==> config.mk <==
export PLATFORM = sky130hd
export DESIGN_NAME = mavg_ram
export DESIGN_NICKNAME = d
export VERILOG_FILES = /design/src/design/mavg_ram.sv
export SDC_FILE = /design/constraint.sdc
export NUM_CORES = 1
export LEC_CHECK = 0
export ABC_AREA = 1
export CAP_MARGIN = 30
export CORE_MARGIN = 2
export CORE_UTILIZATION = 60
export DETAILED_ROUTE_END_ITERATION = 8
export DONT_BUFFER_PORTS = 1
export GPL_ROUTABILITY_DRIVEN = 0
export PLACE_DENSITY = 0.75
export SLEW_MARGIN = 5
export SYNTH_ARGS = -nofsm -noshare
export SYNTH_HDL_FRONTEND = slang
export SYNTH_SLANG_ARGS = --single-unit
==> constraint.sdc <==
create_clock -name clk_i -period 2.2 [get_ports clk_i]
set_clock_uncertainty 0.05 [all_clocks]
set_input_delay 0.33 -clock clk_i [delete_from_list [all_inputs] [get_ports clk_i]]
set_output_delay 0.33 -clock clk_i [all_outputs]
set_load 0.005 [all_outputs]
==> src/design/mavg_ram.sv <==
// Generic single-write, single-read synchronous RAM with registered read data.
module mavg_ram #(
  parameter int unsigned WIDTH = 8,
  parameter int unsigned DEPTH = 16
) (
  input  logic                     clk_i,
  input  logic                     we_i,
  input  logic [$clog2(DEPTH)-1:0] waddr_i,
  input  logic [WIDTH-1:0]         wdata_i,
  input  logic                     re_i,
  input  logic [$clog2(DEPTH)-1:0] raddr_i,
  output logic [WIDTH-1:0]         rdata_o
);

  logic [WIDTH-1:0] mem_q [DEPTH];
  logic [WIDTH-1:0] rdata_q;

  always_ff @(posedge clk_i) begin
    if (we_i) begin
      mem_q[waddr_i] <= wdata_i;
    end
    if (re_i) begin
      rdata_q <= mem_q[raddr_i];
    end
  end

  assign rdata_o = rdata_q;

endmodule

; ---- Yosys cells after proc, flatten, opt, wreduce, memory -nomap -nowiden
; Memories as Yosys holds them, arrays and structs flattened. A register that Yosys moved wholly into a read port is not among the register bits.
; Cells that the tools add are included.
[totals]
output_inout_bits = 8
register_bits = 0
mem_bits_rw = 128
mem_count = 1
inputBits = 19
word_cells = 3
[memory_table]
columns = memory, depth, word_bits, read_ports, rd_ports_with_merged_regs, wr, line
row1 = mem_q, 16, 8, 1, 1, 1, 15  ; logic [WIDTH-1:0] mem_q [DEPTH];
[op_classes]
mux = 2
[ops]
columns = cell, count
row1 = two-way mux 1 bit, 2

; ---- Longest topological paths before layout
[depth]
depth_word = 2
mapped_depth = 8

; ---- Least setup slack after synthesis
; No wires, ideal clock.
[synth_timing]
path_kind = input to register
from = input waddr_i[2]
to = memory mem_q[10][0], enable pin
arrival_time_ns = 0.911
t_required_ns = 1.780
setup_time_ns = 0.370
stages = 2
setup_slack_ns = 0.869
path_cell_list = nand3b_1 nor2_1
[synth_rtl]
columns = item, line
row1 = start: declaration, 8  ; input logic [$clog2(DEPTH)-1:0] waddr_i,
row2 = end: declaration, 15
; No word-level cell before the write port.

; ---- Final worst setup path
[layout_timing]
from = register rdata_q[5], in the netlist rdata_o[5], read port of mem_q
to = output rdata_o[5]
[layout_rtl]
columns = item, line
row1 = start: declaration, 16  ; logic [WIDTH-1:0] rdata_q;
row2 = end: declaration, 12  ; output logic [WIDTH-1:0] rdata_o
; No word-level cell between the ends.

==> flow_summary.json <==
{
  "status": "finished clean",
  "core_area_sq_um": 9590,
  "clk_pin_slew_ns": 0.06,
  "cts_tree": "done",
  "setup.worst_path.start_class": "flop",
  "viasPerCell": 5.28,
  "ys_ff_latch": 136,
  "rows": 36,
  "port_buffers": 0,
  "wl_per_cell_um": 17.2,
  "rr_startpoint": "mem_q[0][1]$_DFFE_PP_",
  "fin_crit_sh_pct": 58.2,
  "postCtsSetupBuffers": 0,
  "grt_max_degree": 66,
  "maxCapViolations": 0,
  "final_common_cell": "nand2_1",
  "cts_hold_buffers": 10,
  "whs_ns": 0.0252,
  "cts-htree-levels": 4,
  "gr-total-overflow": 0,
  "path_class": "reg2out",
  "combPwrFrac_pct": 4.5,
  "synthesis.nets": 570,
  "areaGrowthSynthToFinish_pct": 13.9,
  "cp_num_cells": 0,
  "switchingPower_w": 0.00125,
  "die_h_um": 103,
  "final_core_utilization_pct": 69.4,
  "reg2regPathDepth": 6,
  "seq_area_frac_synth_pct": 69.8,
  "syn_inst": 551,
  "grt_usage_pct": 25.4,
  "p_clk_share_pct": 49.0,
  "hp-class": "in2reg",
  "arrival_ns": 0.90,
  "cts_inserted_buffers": 17,
  "synth_area_sq_um": 5850,
  "rrSetupSlack_ns": 0.93,
  "placed_area_sq_um": 5910,
  "crit_fanout": 1,
  "num-nets-final": 584,
  "die_w_um": 103,
  "worst_pin_slew_ns": 0.788,
  "grt_pass1_vias": 3606,
  "drv_slew": 0,
  "hold_viol_final": 0,
  "endpoint_kind": "output port",
  "antenna_left": 0,
  "clk_latency_ns": 0.52,
  "hpwlAfterDp_um": 6940,
  "p_sw_share_pct": 19.8,
  "rsz0062_at_grt": "false",
  "crit_path_end": "rdata_o[5]",
  "insertedDiodeCount": 0,
  "final_cell_area_sq_um": 6660,
  "worst-endpoint-required_ns": 1.82,
  "setup_tns_ns": 0,
  "route.detailed.drc": 0,
  "die_area_sq_um": 10600,
  "fmax_mhz": 782,
  "p_int_w": 0.00506,
  "clock-root-buffer": "clkbuf_8",
  "setup_violations": 0,
  "ioPinCount": 27,
  "post_cts_resize_count": 0,
  "start_util_pct": 60.9,
  "ys_types": 11,
  "vdd_drop_max_mv": 0.576,
  "antenna_found_initial": 0,
  "via_count": 3751,
  "regArea_sq_um": 4080,
  "p_leak_nw": 2.82,
  "finalCriticalPeriod_ns": 1.28,
  "r2r_end": "rdata_o[1]$_DFFE_PP_",
  "postRouteWirelength_um": 12200,
  "drtPass1Iterations": 5,
  "relSlewSlack_pct": 47.3,
  "powerDensity_nw_per_um2": 948,
  "clock_sinks": 136,
  "cp-startpoint": "rdata_o[5]$_DFFE_PP_",
  "ys_warn_count": 0,
  "fillers": 681,
  "drive_gt1_share_pct": 6.75,
  "post_synth.cell_area_avg_sq_um": 10.6,
  "multi_input_area_sq_um": 1210,
  "cts_buffer_depth": 2,
  "drtIter0Drc": 399,
  "grt_pass1_wl_um": 18700,
  "layout_common_cells": "nand2_1 (173), edfxtp_1 (136), inv_1 (100)",
  "p_seq_share_pct": 46.5
}
## worst min-delay path by stage
| stage | start | endpoint | cells after the start |
|---|---|---|---|
| after floorplan | wdata_i[0] | mem_q[0][0]$_DFFE_PP_ | 0 |
| after global placement | wdata_i[2] | mem_q[11][2]$_DFFE_PP_ | 0 |
| after detailed placement | wdata_i[2] | mem_q[10][2]$_DFFE_PP_ | 0 |
| after CTS | raddr_i[3] | rdata_o[3]$_DFFE_PP_ | 2 |
| after global routing | raddr_i[3] | rdata_o[3]$_DFFE_PP_ | 2 |
| final | raddr_i[3] | rdata_o[2]$_DFFE_PP_ | 2 |
## flip-flops by register name (all words and copies together) (netlist names)
register / flops
rdata_o: 8
mem_q: 128
## synthesized netlist by cell type
cell        n  area (sq um)
buf_4       4          30.0
nand3_1    97           485
buf_2      13          65.1
edfxtp_1  136          4080
buf_6       6          67.6
inv_2       2          7.51
nor2_1     17          63.8
buf_1       1          3.75
nand3b_1    2          15.0
nand2_1   173           649
inv_1     100           375
## routing by layer
metal | wire (um) | GRT usage [%] | part of all wire [%] | vias to the layer above
met1 | 4790 | 31.1 | 39 | 1739
met4 | 375 | 10.3 | 3.1 | 0
met2 | 6170 | 43.3 | 51 | 166
li1 | - | - | - | 1807
met3 | 885 | 6.51 | 7.2 | 39
met5 | 0 | 0 | 0 | -
## kinds of logic after synthesis
group	Yosys count	synth area share, %
simple gates	289	20.8
flops	136	69.8
buf+inv	126	9.39
## layout make-up
type / instances / area share (%)
sequential: 136 / 61.3
multi-input combinational: 289 / 18.2
clock buffer: 18 / 6.27
inverter: 102 / 5.75
clock inverter: 14 / 3.44
timing repair buffer: 19 / 2.52
tap: 133 / 2.50
## per-stage QoR
step	instances	power, W	setup WS (ns)
detailed placement	669	0.00321	0.551
floorplan	551	0.00319	0.869
global placement	669	0.00320	0.580
global route	711	0.00647	0.843
CTS	711	0.00632	0.905
finish	711	0.00631	0.921
## power by group through the flow
stage                     sequential (W)  clock (W)  combinational [W]
after global placement           0.00299          0           0.000214
after global routing             0.00294    0.00321           0.000315
after CTS                        0.00294    0.00311           0.000282
after floorplan                  0.00299          0           0.000205
final                            0.00294    0.00309           0.000284
after detailed placement         0.00299          0           0.000219
No activity file was read; power rests on OpenSTA's default activity.
