[src/design/mavg_pkg.sv]
// Shared constants and types for the moving average min/max block.
package mavg_pkg;

  localparam int unsigned SAMPLE_W   = 9;
  localparam int unsigned LEN_W      = 11;
  localparam int unsigned SUM_W      = 19;
  localparam int unsigned MAX_WINDOW = 1024;
  localparam int unsigned PTR_W      = $clog2(MAX_WINDOW);
  localparam int unsigned DIV_CNT_W  = $clog2(SUM_W);

  localparam logic signed [SAMPLE_W-1:0] TEMP_LOW  = -9'sd200;
  localparam logic signed [SAMPLE_W-1:0] TEMP_HIGH = 9'sd200;

  typedef enum logic [2:0] {
    ST_IDLE,
    ST_UPD,
    ST_DIV_MIN,
    ST_DIV_MAX,
    ST_DONE
  } state_e;

  typedef logic signed [SAMPLE_W-1:0] sample_t;
  typedef logic signed [SUM_W-1:0]    sum_t;

endpackage

[src/design/mavg_div.sv]
// Iterative signed-by-unsigned restoring divider, one quotient bit per cycle.
module mavg_div (
  input  logic                                clk_i,
  input  logic                                rst_ni,
  input  logic                                start_i,
  input  mavg_pkg::sum_t                      dividend_i,
  input  logic [mavg_pkg::LEN_W-1:0]          divisor_i,
  output logic                                done_o,
  output mavg_pkg::sample_t                   quotient_o
);

  logic                                busy_q, busy_d;
  logic                                done_q, done_d;
  logic [mavg_pkg::DIV_CNT_W-1:0]      cnt_q, cnt_d;
  logic [mavg_pkg::SUM_W-1:0]          dvd_q, dvd_d;
  logic [mavg_pkg::SUM_W-1:0]          quo_q, quo_d;
  logic [mavg_pkg::LEN_W-1:0]          rem_q, rem_d;
  logic [mavg_pkg::LEN_W-1:0]          dvs_q, dvs_d;
  logic                                neg_q, neg_d;
  logic [mavg_pkg::LEN_W:0]            trial;
  logic [mavg_pkg::LEN_W:0]            diff;
  logic [mavg_pkg::SAMPLE_W-1:0]       quo_low;

  assign trial = {rem_q, dvd_q[mavg_pkg::SUM_W-1]};
  assign diff  = trial - {1'b0, dvs_q};

  always_comb begin
    busy_d = busy_q;
    done_d = 1'b0;
    cnt_d  = cnt_q;
    dvd_d  = dvd_q;
    quo_d  = quo_q;
    rem_d  = rem_q;
    dvs_d  = dvs_q;
    neg_d  = neg_q;
    if (start_i) begin
      busy_d = 1'b1;
      cnt_d  = '0;
      rem_d  = '0;
      quo_d  = '0;
      dvs_d  = divisor_i;
      neg_d  = dividend_i[mavg_pkg::SUM_W-1];
      dvd_d  = dividend_i[mavg_pkg::SUM_W-1] ? (~dividend_i + 1'b1) : dividend_i;
    end else if (busy_q) begin
      // shift in the next dividend bit, subtract when it fits
      if (trial >= {1'b0, dvs_q}) begin
        rem_d = diff[mavg_pkg::LEN_W-1:0];
        quo_d = {quo_q[mavg_pkg::SUM_W-2:0], 1'b1};
      end else begin
        rem_d = trial[mavg_pkg::LEN_W-1:0];
        quo_d = {quo_q[mavg_pkg::SUM_W-2:0], 1'b0};
      end
      dvd_d = {dvd_q[mavg_pkg::SUM_W-2:0], 1'b0};
      cnt_d = cnt_q + 1'b1;
      if (cnt_q == mavg_pkg::DIV_CNT_W'(mavg_pkg::SUM_W - 1)) begin
        busy_d = 1'b0;
        done_d = 1'b1;
      end
    end
  end

  always_ff @(posedge clk_i or negedge rst_ni) begin
    if (!rst_ni) begin
      busy_q <= 1'b0;
      done_q <= 1'b0;
      cnt_q  <= '0;
    end else begin
      busy_q <= busy_d;
      done_q <= done_d;
      cnt_q  <= cnt_d;
    end
  end

  always_ff @(posedge clk_i) begin
    dvd_q <= dvd_d;
    quo_q <= quo_d;
    rem_q <= rem_d;
    dvs_q <= dvs_d;
    neg_q <= neg_d;
  end

  // the true quotient always fits the sample range
  assign quo_low    = quo_q[mavg_pkg::SAMPLE_W-1:0];
  assign quotient_o = neg_q ? mavg_pkg::sample_t'(~quo_low + 1'b1)
                            : mavg_pkg::sample_t'(quo_low);
  assign done_o     = done_q;

endmodule

[config.mk]
export PLATFORM = sky130hd
export DESIGN_NAME = mavg_div
export DESIGN_NICKNAME = d
export VERILOG_FILES = /design/src/design/mavg_pkg.sv /design/src/design/mavg_div.sv
export SDC_FILE = /design/constraint.sdc
export NUM_CORES = 1
export LEC_CHECK = 0
export ABC_CLOCK_PERIOD_IN_PS = 7200
export BUFFER_PORTS_ARGS = -buffer_cell sky130_fd_sc_hd__buf_2
export CAP_MARGIN = 0
export CORE_MARGIN = 2
export CORE_UTILIZATION = 60
export CTS_CLUSTER_SIZE = 14
export DETAILED_ROUTE_END_ITERATION = 12
export GPL_ROUTABILITY_DRIVEN = 0
export PLACE_DENSITY_LB_ADDON = 0.25
export REMOVE_ABC_BUFFERS = 1
export SETUP_SLACK_MARGIN = 0.5
export SYNTH_ARGS = -nofsm -noshare
export SYNTH_HDL_FRONTEND = slang
export SYNTH_SLANG_ARGS = --single-unit
export TNS_END_PERCENT = 10
[constraint.sdc]
create_clock -name clk_i -period 7.2 [get_ports clk_i]
set_input_delay 1.8 -clock clk_i [delete_from_list [all_inputs] [get_ports clk_i]]
set_output_delay 1.8 -clock clk_i [all_outputs]
set_load 0.1 [all_outputs]
# --- After elaboration in Yosys (flattened, before gate mapping) ---
# Index checks and enable logic that the tools add are counted.
word_totals:
  reg_bits: 58
op_classes:
  add_sub_neg: 4
  n_lt_le_gt_ge: 1
  eq_ne: 1
  n_mux: 14
  n_bitwise: 2
  reduce_logical: 1
op_table:
  columns: ["op", "count"]
  rows:
  - ["two-way mux 19 bit", 3]
  - ["adder 19 x 1 -> 19 bit (second input constant)", 1]
  - ["NOT 19 bit", 1]
  - ["greater-or-equal comparator 12 x 11 -> 1 bit", 1]
  - ["two-way mux 11 bit", 1]
  - ["subtractor 11 bit", 1]
  - ["two-way mux 5 bit", 2]
  - ["adder 9 x 1 -> 9 bit (second input constant)", 1]
  - ["two-way mux 9 bit", 1]
  - ["NOT 9 bit", 1]
  - ["two-way mux 1 bit", 7]
  - ["adder 5 x 1 -> 5 bit (second input constant)", 1]
  - ["== test 5 bit (second input constant)", 1]
  - ["nonzero test 2 bit", 1]

# --- Longest topological paths before layout ---
# Gate-level depths: netlist of run 1.
depth:
  depth_word: 4
  mapped_depth: 10
  depth_no_buf: 9

# --- Worst setup path before layout of run 1 ---
# No wires, ideal clock.
synth_timing:
  kind: "reg2out"
  from: "reg neg_q"
  to: "out quotient_o[1]"
  arrival_ns: 2.646
  t_required_ns: 5.400
  setup_slack_ns: 2.754
  stages_incl_launch_ff: 3
  path_cell_list: "edfxtp_1 clkbuf_1 o21ai_0"
synth_via:
  elab_chain_cells: 1
synth_rtl:
  columns: ["element", "line", "rtl"]
  rows:
  - ["start, declared", "mavg_div.sv:19", "logic neg_q, neg_d;"]
  - ["start signal, assigned", "mavg_div.sv:79", "neg_q <= neg_d;"]
  - ["two-way mux 9 bit", "mavg_div.sv:84", "assign quotient_o = neg_q ? mavg_pkg::sample_t'(~quo_low + 1'b1)"]
  - ["end, declared", "mavg_div.sv:9", "output mavg_pkg::sample_t quotient_o"]
# No other way between the ends.

# --- Final worst setup path of run 1 ---
layout_timing:
  from: "reg quo_q[1] (netlist name)"
  to: "out quotient_o[8]"
layout_via:
  elab_chain_cells: 3
layout_rtl:
  columns: ["element", "line", "rtl"]
  rows:
  - ["start, declared", "mavg_div.sv:16", "logic [mavg_pkg::SUM_W-1:0] quo_q, quo_d;"]
  - ["start signal, assigned", "mavg_div.sv:76", "quo_q <= quo_d;"]
  - ["NOT 9 bit", "mavg_div.sv:84", null]
  - ["adder 9 x 1 -> 9 bit", "mavg_div.sv:84", null]
  - ["two-way mux 9 bit", "mavg_div.sv:84", null]
# No other way between the ends.

==> qor.yml, run 1 <==
syn_area_per_cell_um2: 9.47
maxCapViolCount: 0
rsz0062_at_grt: "false"
final_nets: 444
timing.final.crit_share: 0.550
synth_area_um2: 3400
initial_utilization: 0.621
dp_hpwl_um: 4640
synth_edf_count: 31
portBuffers: 42
synth_cell_types: 51
yosys_most_used_dff: "edfxtp_1"
p_leak_nw: 1.71
final.min_clock_period_ns: 3.96
setup_viol: 0
yosysSeqAreaShare: 0.443
cts_num_sinks: 58
clkTransAtPathRegs_ns: 0.07
cts_tree: "built"
antenna_found_initial: 0
fin_util: 0.702
diodes: 0
power.density_nw_per_um2: 332
placed_cells: 456
end_kind: "primary output"
rows: 27
setup_ws_ns: 3.24
insertion_delay_ns: 0.34
holdWs_ns: 0.506
syn2layout_area_growth_pct: 13.1
cts_setup_buffers: 0
htree_levels: 3
worst_pin_slew_ns: 0.987
required_ns: 5.40
worstPathArrival_ns: 2.16
tns_ns: 0
final_common_cell: "nor2_1"
die_height_um: 79.3
status: "complete, no violations"
ant_nets: 0
max_freq_ghz: 0.253
crit_fanout: 4
die_area_um2: 6280
fin_skew_ns: 0.00890
layout_common_cells: "nor2_1 (48), buf_2 (42), edfxtp_1 (31)"
async_flop_share: 0.121
dr.pass1.iters: 4
viasPerCell: 5.77
grt_overflow_total: 0
place_ws_ns: 3.47
cts_buffers: 9
grt_util_all_layers: 0.233
routedWlPerCell_um: 14.4
drc: 0
crit_type: "reg2out"
cp-start-kind: "flop"
die_w_um: 79.3
finalHoldViolations: 0
post_cts_resized: 0
grt_max_degree: 76
drt_iter0_drc: 128
ys_ff_latch: 58
grt_pass1_vias: 2659
hold_class: "reg2reg"
syn_inst: 359
peakVddDrop_mv: 0.148
layout.cells.non_filler: 472
cts-root-buf: "clkbuf_8"
postCtsHoldBufs: 0
grt_pass1_wl_um: 11500
ios: 43
yosys_warnings: 0
cts_buffer_depth: 2
relSlewSlack: 0.341
drive_gt1_frac: 0.160
slew_violations: 0
routed_wl_um: 6800
via_count: 2725
core_um2: 5470
## layout make-up
type	instances	area [um2]
clock buffers	11	153
clock inverters	5	51.3
fillers	458	1630
inverters	23	86.3
multi-input cells	258	1720
flip-flops and latches	58	1510
well taps	72	90.1
repair buffers	45	233
## power breakdown
part / switching [mW] / internal (mW) / total, mW / leakage [nW]
combinational: 0.349 / 0.180 / 0.528 / 1.04
sequential: 0.0355 / 0.401 / 0.437 / 0.566
clock: 0.132 / 0.178 / 0.311 / 0.104
## stage by stage
stage / instance area (um2) / power [mW]
after floorplan: 3320 / 0.843
after global placement: 3640 / 0.944
after detailed placement: 3640 / 0.962
after CTS: 3840 / 1.27
after global routing: 3840 / 1.35
final: 3840 / 1.28
## synthesized netlist by cell type (3+ instances only)
library cell  number  area share
nand3_1           12       0.018
ha_1              15       0.055
nor2b_1            4      0.0074
o31ai_1            8       0.018
nor4_1             3      0.0055
edfxtp_1          31        0.27
nand2b_1           7       0.013
a311oi_1          10       0.026
mux2i_1           10       0.029
nand4_1            3      0.0055
a211oi_1           3      0.0066
nand2_1           20       0.022
xor2_1            20       0.052
dfxtp_1           20        0.12
dfrtp_1            7       0.052
clkbuf_1          15       0.017
o21ai_0           19       0.028
a21o_1             4      0.0088
nor2_1            48       0.053
inv_1             23       0.025
nor3_1             5      0.0074
a21oi_1           25       0.037
xnor2_1           13       0.034
## logic make-up after synthesis
logic type      Yosys count  share of synthesized area
xor+xnor                 33                     0.0851
flops                    58                      0.443
mux                      10                     0.0295
simple gates            113                      0.162
fa+ha+maj                16                     0.0611
buf+inv                  43                     0.0493
compound gates           86                      0.170
## final timing paths
path | to | start | slack [ns] | cells after the start
min | rem_q[7] | rem_q[7] | 0.51 | 2
max reg2reg | rem_q[1] | dvd_q[18] | 4.26 | 9
min reg2reg | rem_q[7] | rem_q[7] | 0.51 | 2
max | quotient_o[8] | quo_q[1] | 3.24 | 7
min in group asynchronous | cnt_q[1] | rst_ni | 1.28 | 1
max in group asynchronous | cnt_q[3] | rst_ni | 5.76 | 1
## flip-flops by register name (all words and copies together) (netlist names)
| signal | flops |
|---|---|
| rem_q | 11 |
| neg_q | 1 |
| cnt_q | 5 |
| quo_q | 9 |
| busy_q | 1 |
| dvd_q | 19 |
| done_o | 1 |
| dvs_q | 11 |
## critical path, cell delays in order (launching register included)
cell and delay, ns:
dfxtp_1 0.33, inv_1 0.09, ha_1 0.15, nand2_1 0.06, or3_1 0.33, o31ai_1 0.26
xnor2_1 0.15, buf_2 0.44
## metal layers
metal / global-route usage / vias to the layer above / routed length (um)
met2: 0.388 / 69 / 3270
met4: 0.103 / 0 / 108
met1: 0.287 / 1283 / 3080
met3: 0.0545 / 13 / 335
li1: - / 1360 / -
met5: 0 / - / 0
No activity file was read; power rests on OpenSTA's default activity.
==> inputs of run 2 (changes only) <==
Settings changed: ABC_CLOCK_PERIOD_IN_PS 7200 to 3200, CORE_UTILIZATION 60 to 52.
Clock period 7.2 ns to 3.2 ns, I/O delays scaled along.
==> qor.yml, run 2 (same netlist as run 1, synthesis figures left out) <==
fillers: 516
end_kind: "primary output"
peakVddDrop_mv: 0.520
comb_power_share: 0.410
slew_violations: 0
required_ns: 2.40
layout.cells.non_filler: 481
fin_skew_ns: 0.00746
crit_fanout: 5
layout_common_cells: "nor2_1 (47), buf_2 (39), edfxtp_1 (31)"
p_leak_nw: 1.74
hold_class: "in2async"
multi_input_area_um2: 1770
via_count: 2715
setup_viol: 0
cp-start-kind: "flop"
status: "complete, no violations"
die_height_um: 84.8
rsz0062_at_grt: "true"
insertion_delay_ns: 0.34
syn2layout_area_growth_pct: 16.8
tns_ns: 0
viasPerCell: 5.64
cts_buffer_depth: 2
dr.pass1.iters: 6
grt_pass1_wl_um: 11300
placed_cell_area_um2: 3660
grt_max_degree: 75
htree_levels: 3
antenna_found_initial: 0
final.min_clock_period_ns: 2.76
fin_util: 0.625
diodes: 0
worst_pin_slew_ns: 0.808
relSlewSlack: 0.460
largestRegisters: "dvd_q x19, dvs_q x11, rem_q x11"
grt_overflow_total: 0
initial_utilization: 0.535
drive_gt1_frac: 0.200
p_clk_frac: 0.259
power.density_nw_per_um2: 751
worstPathArrival_ns: 1.96
final_nets: 448
internal_power_mw: 1.83
fin_area_um2: 3970
register_area_um2: 1510
switching_power_mw: 1.15
die_w_um: 84.8
final_common_cell: "nor2_1"
dp_hpwl_um: 4460
routed_wl_um: 6660
cts_buffers: 9
drc: 0
finalHoldViolations: 0
p_seq_frac: 0.330
portBuffers: 42
max_freq_ghz: 0.362
routedWlPerCell_um: 13.9
rows: 29
clkTransAtPathRegs_ns: 0.07
maxCapViolCount: 0
timing.final.crit_share: 0.863
sw_frac_of_total: 0.387
cts-root-buf: "clkbuf_8"
ios: 43
die_area_um2: 7200
holdWs_ns: 0.284
core_um2: 6350
ant_nets: 0
cts_num_sinks: 58
cts_tree: "built"
grt_pass1_vias: 2540
largest_register_ffs: 19
grt_util_all_layers: 0.197
placed_cells: 463
crit_type: "reg2out"
drt_iter0_drc: 154
regMostFlops: "dvd_q"
## run 2: through the flow
stage / total power [mW] / worst slack [ns]
2_1_floorplan: 1.90 / -0.779
3_3_place_gp: 2.13 / 0.607
3_5_place_dp: 2.15 / 0.543
4_1_cts: 2.94 / 0.429
5_1_grt: 3.16 / 0.364
6_report: 2.98 / 0.438
## run 2: routing by layer
metal	vias up	routed length (um)	track usage
li1	1369	-	-
met1	1271	3210	0.263
met2	65	3030	0.308
met3	10	310	0.0496
met4	0	113	0.0808
met5	-	0	0
## run 2: worst paths after layout
check                                 to       from  slack [ns]  depth (start not counted)
min in group clk_i              rem_q[4]   rem_q[4]        0.51                          2
min                             cnt_q[3]     rst_ni        0.28                          1
min reg2reg                     rem_q[4]   rem_q[4]        0.51                          2
max                        quotient_o[8]   quo_q[0]        0.44                          7
max in group asynchronous       cnt_q[2]     rst_ni        2.76                          1
max reg2reg                     rem_q[1]  dvd_q[18]        0.68                         10
## run 2: critical path: stages, from the launching register on
cell and delay [ns]:
dfxtp_4 0.36, inv_4 0.06, ha_4 0.12, nand2_2 0.05, or3_4 0.38, o31ai_4 0.23
xnor2_1 0.16, buf_6 0.25
## run 2: layout make-up
class,instances,area share
well taps,77,0.0243
multi-input cells,258,0.446
clock inverters,4,0.0183
clock buffers,12,0.0391
flip-flops and latches,58,0.381
inverters,23,0.0224
repair buffers,49,0.0690
## run 2: power groups by stage
stage	combinational, mW	clock, mW	sequential, mW
6_report	1.22	0.773	0.986
5_1_grt	1.34	0.821	1.00
4_1_cts	1.17	0.789	0.979
3_5_place_dp	1.16	0	0.993
3_3_place_gp	1.14	0	0.990
2_1_floorplan	0.895	0	1.00
## run 2: what timing repair did
item | in CTS | in global routing
gates resized for setup | 4 | 18
hold buffers | 0 | 0
setup buffers | 0 | 2
pin swaps | 0 | 4
setup endpoints to repair | 3 | 14
==> inputs of run 3 (changes only) <==
Settings changed: CORE_MARGIN 2 to unset, HOLD_SLACK_MARGIN set to 0.15.
==> qor.yml, run 3 (same netlist as run 1, synthesis figures left out) <==
antenna_found_initial: 0
tns_ns: 0
worstPathArrival_ns: 1.95
die_area_um2: 6860
internal_power_mw: 1.63
power_mw: 2.79
fin_area_um2: 3870
multi_input_area_um2: 1760
rows: 29
grt_overflow_total: 0
cts-root-buf: "clkbuf_8"
layout.cells.non_filler: 477
placed_cell_area_um2: 3650
insertion_delay_ns: 0.33
fillers: 559
die_height_um: 82.8
crit_start: "quo_q[0]"
power.density_nw_per_um2: 720
routed_wl_um: 6700
relSlewSlack: 0.475
core_um2: 6310
switching_power_mw: 1.16
crit_type: "reg2out"
drc: 0
slew_violations: 0
drt_iter0_drc: 158
routedWlPerCell_um: 14.0
cts_tree: "built"
worst_pin_slew_ns: 0.786
drive_gt1_frac: 0.183
viasPerCell: 5.69
final_common_cell: "nor2_1"
finalHoldViolations: 0
largestRegisters: "dvd_q x19, dvs_q x11, rem_q x11"
cts_num_sinks: 58
grt_pass1_vias: 2642
die_w_um: 82.8
p_seq_frac: 0.353
register_area_um2: 1510
final.min_clock_period_ns: 2.75
maxCapViolCount: 0
regMostFlops: "dvd_q"
grt_util_all_layers: 0.202
end_kind: "primary output"
p_leak_nw: 1.69
max_freq_ghz: 0.363
initial_utilization: 0.538
cp-start-kind: "flop"
sw_frac_of_total: 0.416
final_nets: 444
crit_fanout: 5
postCtsHoldBufs: 0
cts_buffer_depth: 2
clkTransAtPathRegs_ns: 0.07
r2r_start: "dvd_q[18]"
cts_setup_buffers: 0
reg2reg_slack_ns: 0.66
dp_hpwl_um: 4580
p_clk_frac: 0.210
grt_pass1_wl_um: 11300
status: "complete, no violations"
timing.final.crit_share: 0.861
fin_skew_ns: 0.00813
r2r_cells: 9
setup_viol: 0
layout_common_cells: "nor2_1 (48), buf_2 (40), edfxtp_1 (31)"
placed_cells: 461
diodes: 0
ant_nets: 0
required_ns: 2.40
dr.pass1.iters: 4
holdWs_ns: 0.293
syn2layout_area_growth_pct: 13.8
ios: 43
peakVddDrop_mv: 0.392
worst_r2r_endpoint: "rem_q[1]"
largest_register_ffs: 19
cts_buffers: 9
htree_levels: 3
via_count: 2716
comb_power_share: 0.438
portBuffers: 42
rsz0062_at_grt: "true"
grt_max_degree: 75
hold_class: "in2async"
run 3: repair_timing:
item | in CTS | in global routing
gates resized for setup | 5 | 9
setup endpoints to repair | 6 | 14
pin swaps | 0 | 2
run 3: how the worst max path moves through the flow:
stage                     to  slack (ns)  cells past startpoint
5_1_grt        quotient_o[8]        0.35                      7
6_report       quotient_o[8]        0.45                      7
2_1_floorplan  quotient_o[8]       -0.78                      6
3_5_place_dp        rem_q[1]        0.35                      9
4_1_cts        quotient_o[8]        0.41                      7
3_3_place_gp        rem_q[1]        0.47                      9
run 3: power by group through the flow:
| stage | clock, mW | combinational (mW) | sequential [mW] |
|---|---|---|---|
| 2_1_floorplan | 0 | 0.895 | 1.00 |
| 3_3_place_gp | 0 | 1.15 | 0.992 |
| 3_5_place_dp | 0 | 1.16 | 0.996 |
| 4_1_cts | 0.605 | 1.18 | 0.981 |
| 5_1_grt | 0.628 | 1.34 | 0.997 |
| 6_report | 0.585 | 1.22 | 0.982 |
run 3: cell type report:
cell class                      count  share of cell area
Inverter                           23              0.0223
Clock inverter                      5             0.00776
Sequential cell                    58               0.390
Tap cell                           77              0.0249
Clock buffer                       11              0.0366
Timing Repair Buffer               45              0.0624
Multi-Input combinational cell    258               0.456
run 3: critical path: stages (launching register included):
cell,delay (ns)
dfxtp_2,0.34
inv_1,0.08
ha_1,0.16
nand2_1,0.07
or3_4,0.35
o31ai_4,0.23
xnor2_1,0.16
buf_6,0.25
run 3: stage by stage:
step | setup WS, ns | util
after global routing | 0.352 | 0.613
after floorplan | -0.779 | -
final | 0.446 | 0.613
after global placement | 0.471 | 0.577
after CTS | 0.410 | 0.608
after detailed placement | 0.347 | 0.577
run 3: per-layer routing:
metal / vias to the layer above / global-route usage / routed length (um)
met4: 0 / 0.107 / 136
met2: 56 / 0.335 / 3220
met3: 13 / 0.0398 / 288
met1: 1283 / 0.250 / 3060
li1: 1364 / - / -
met5: - / 0 / 0
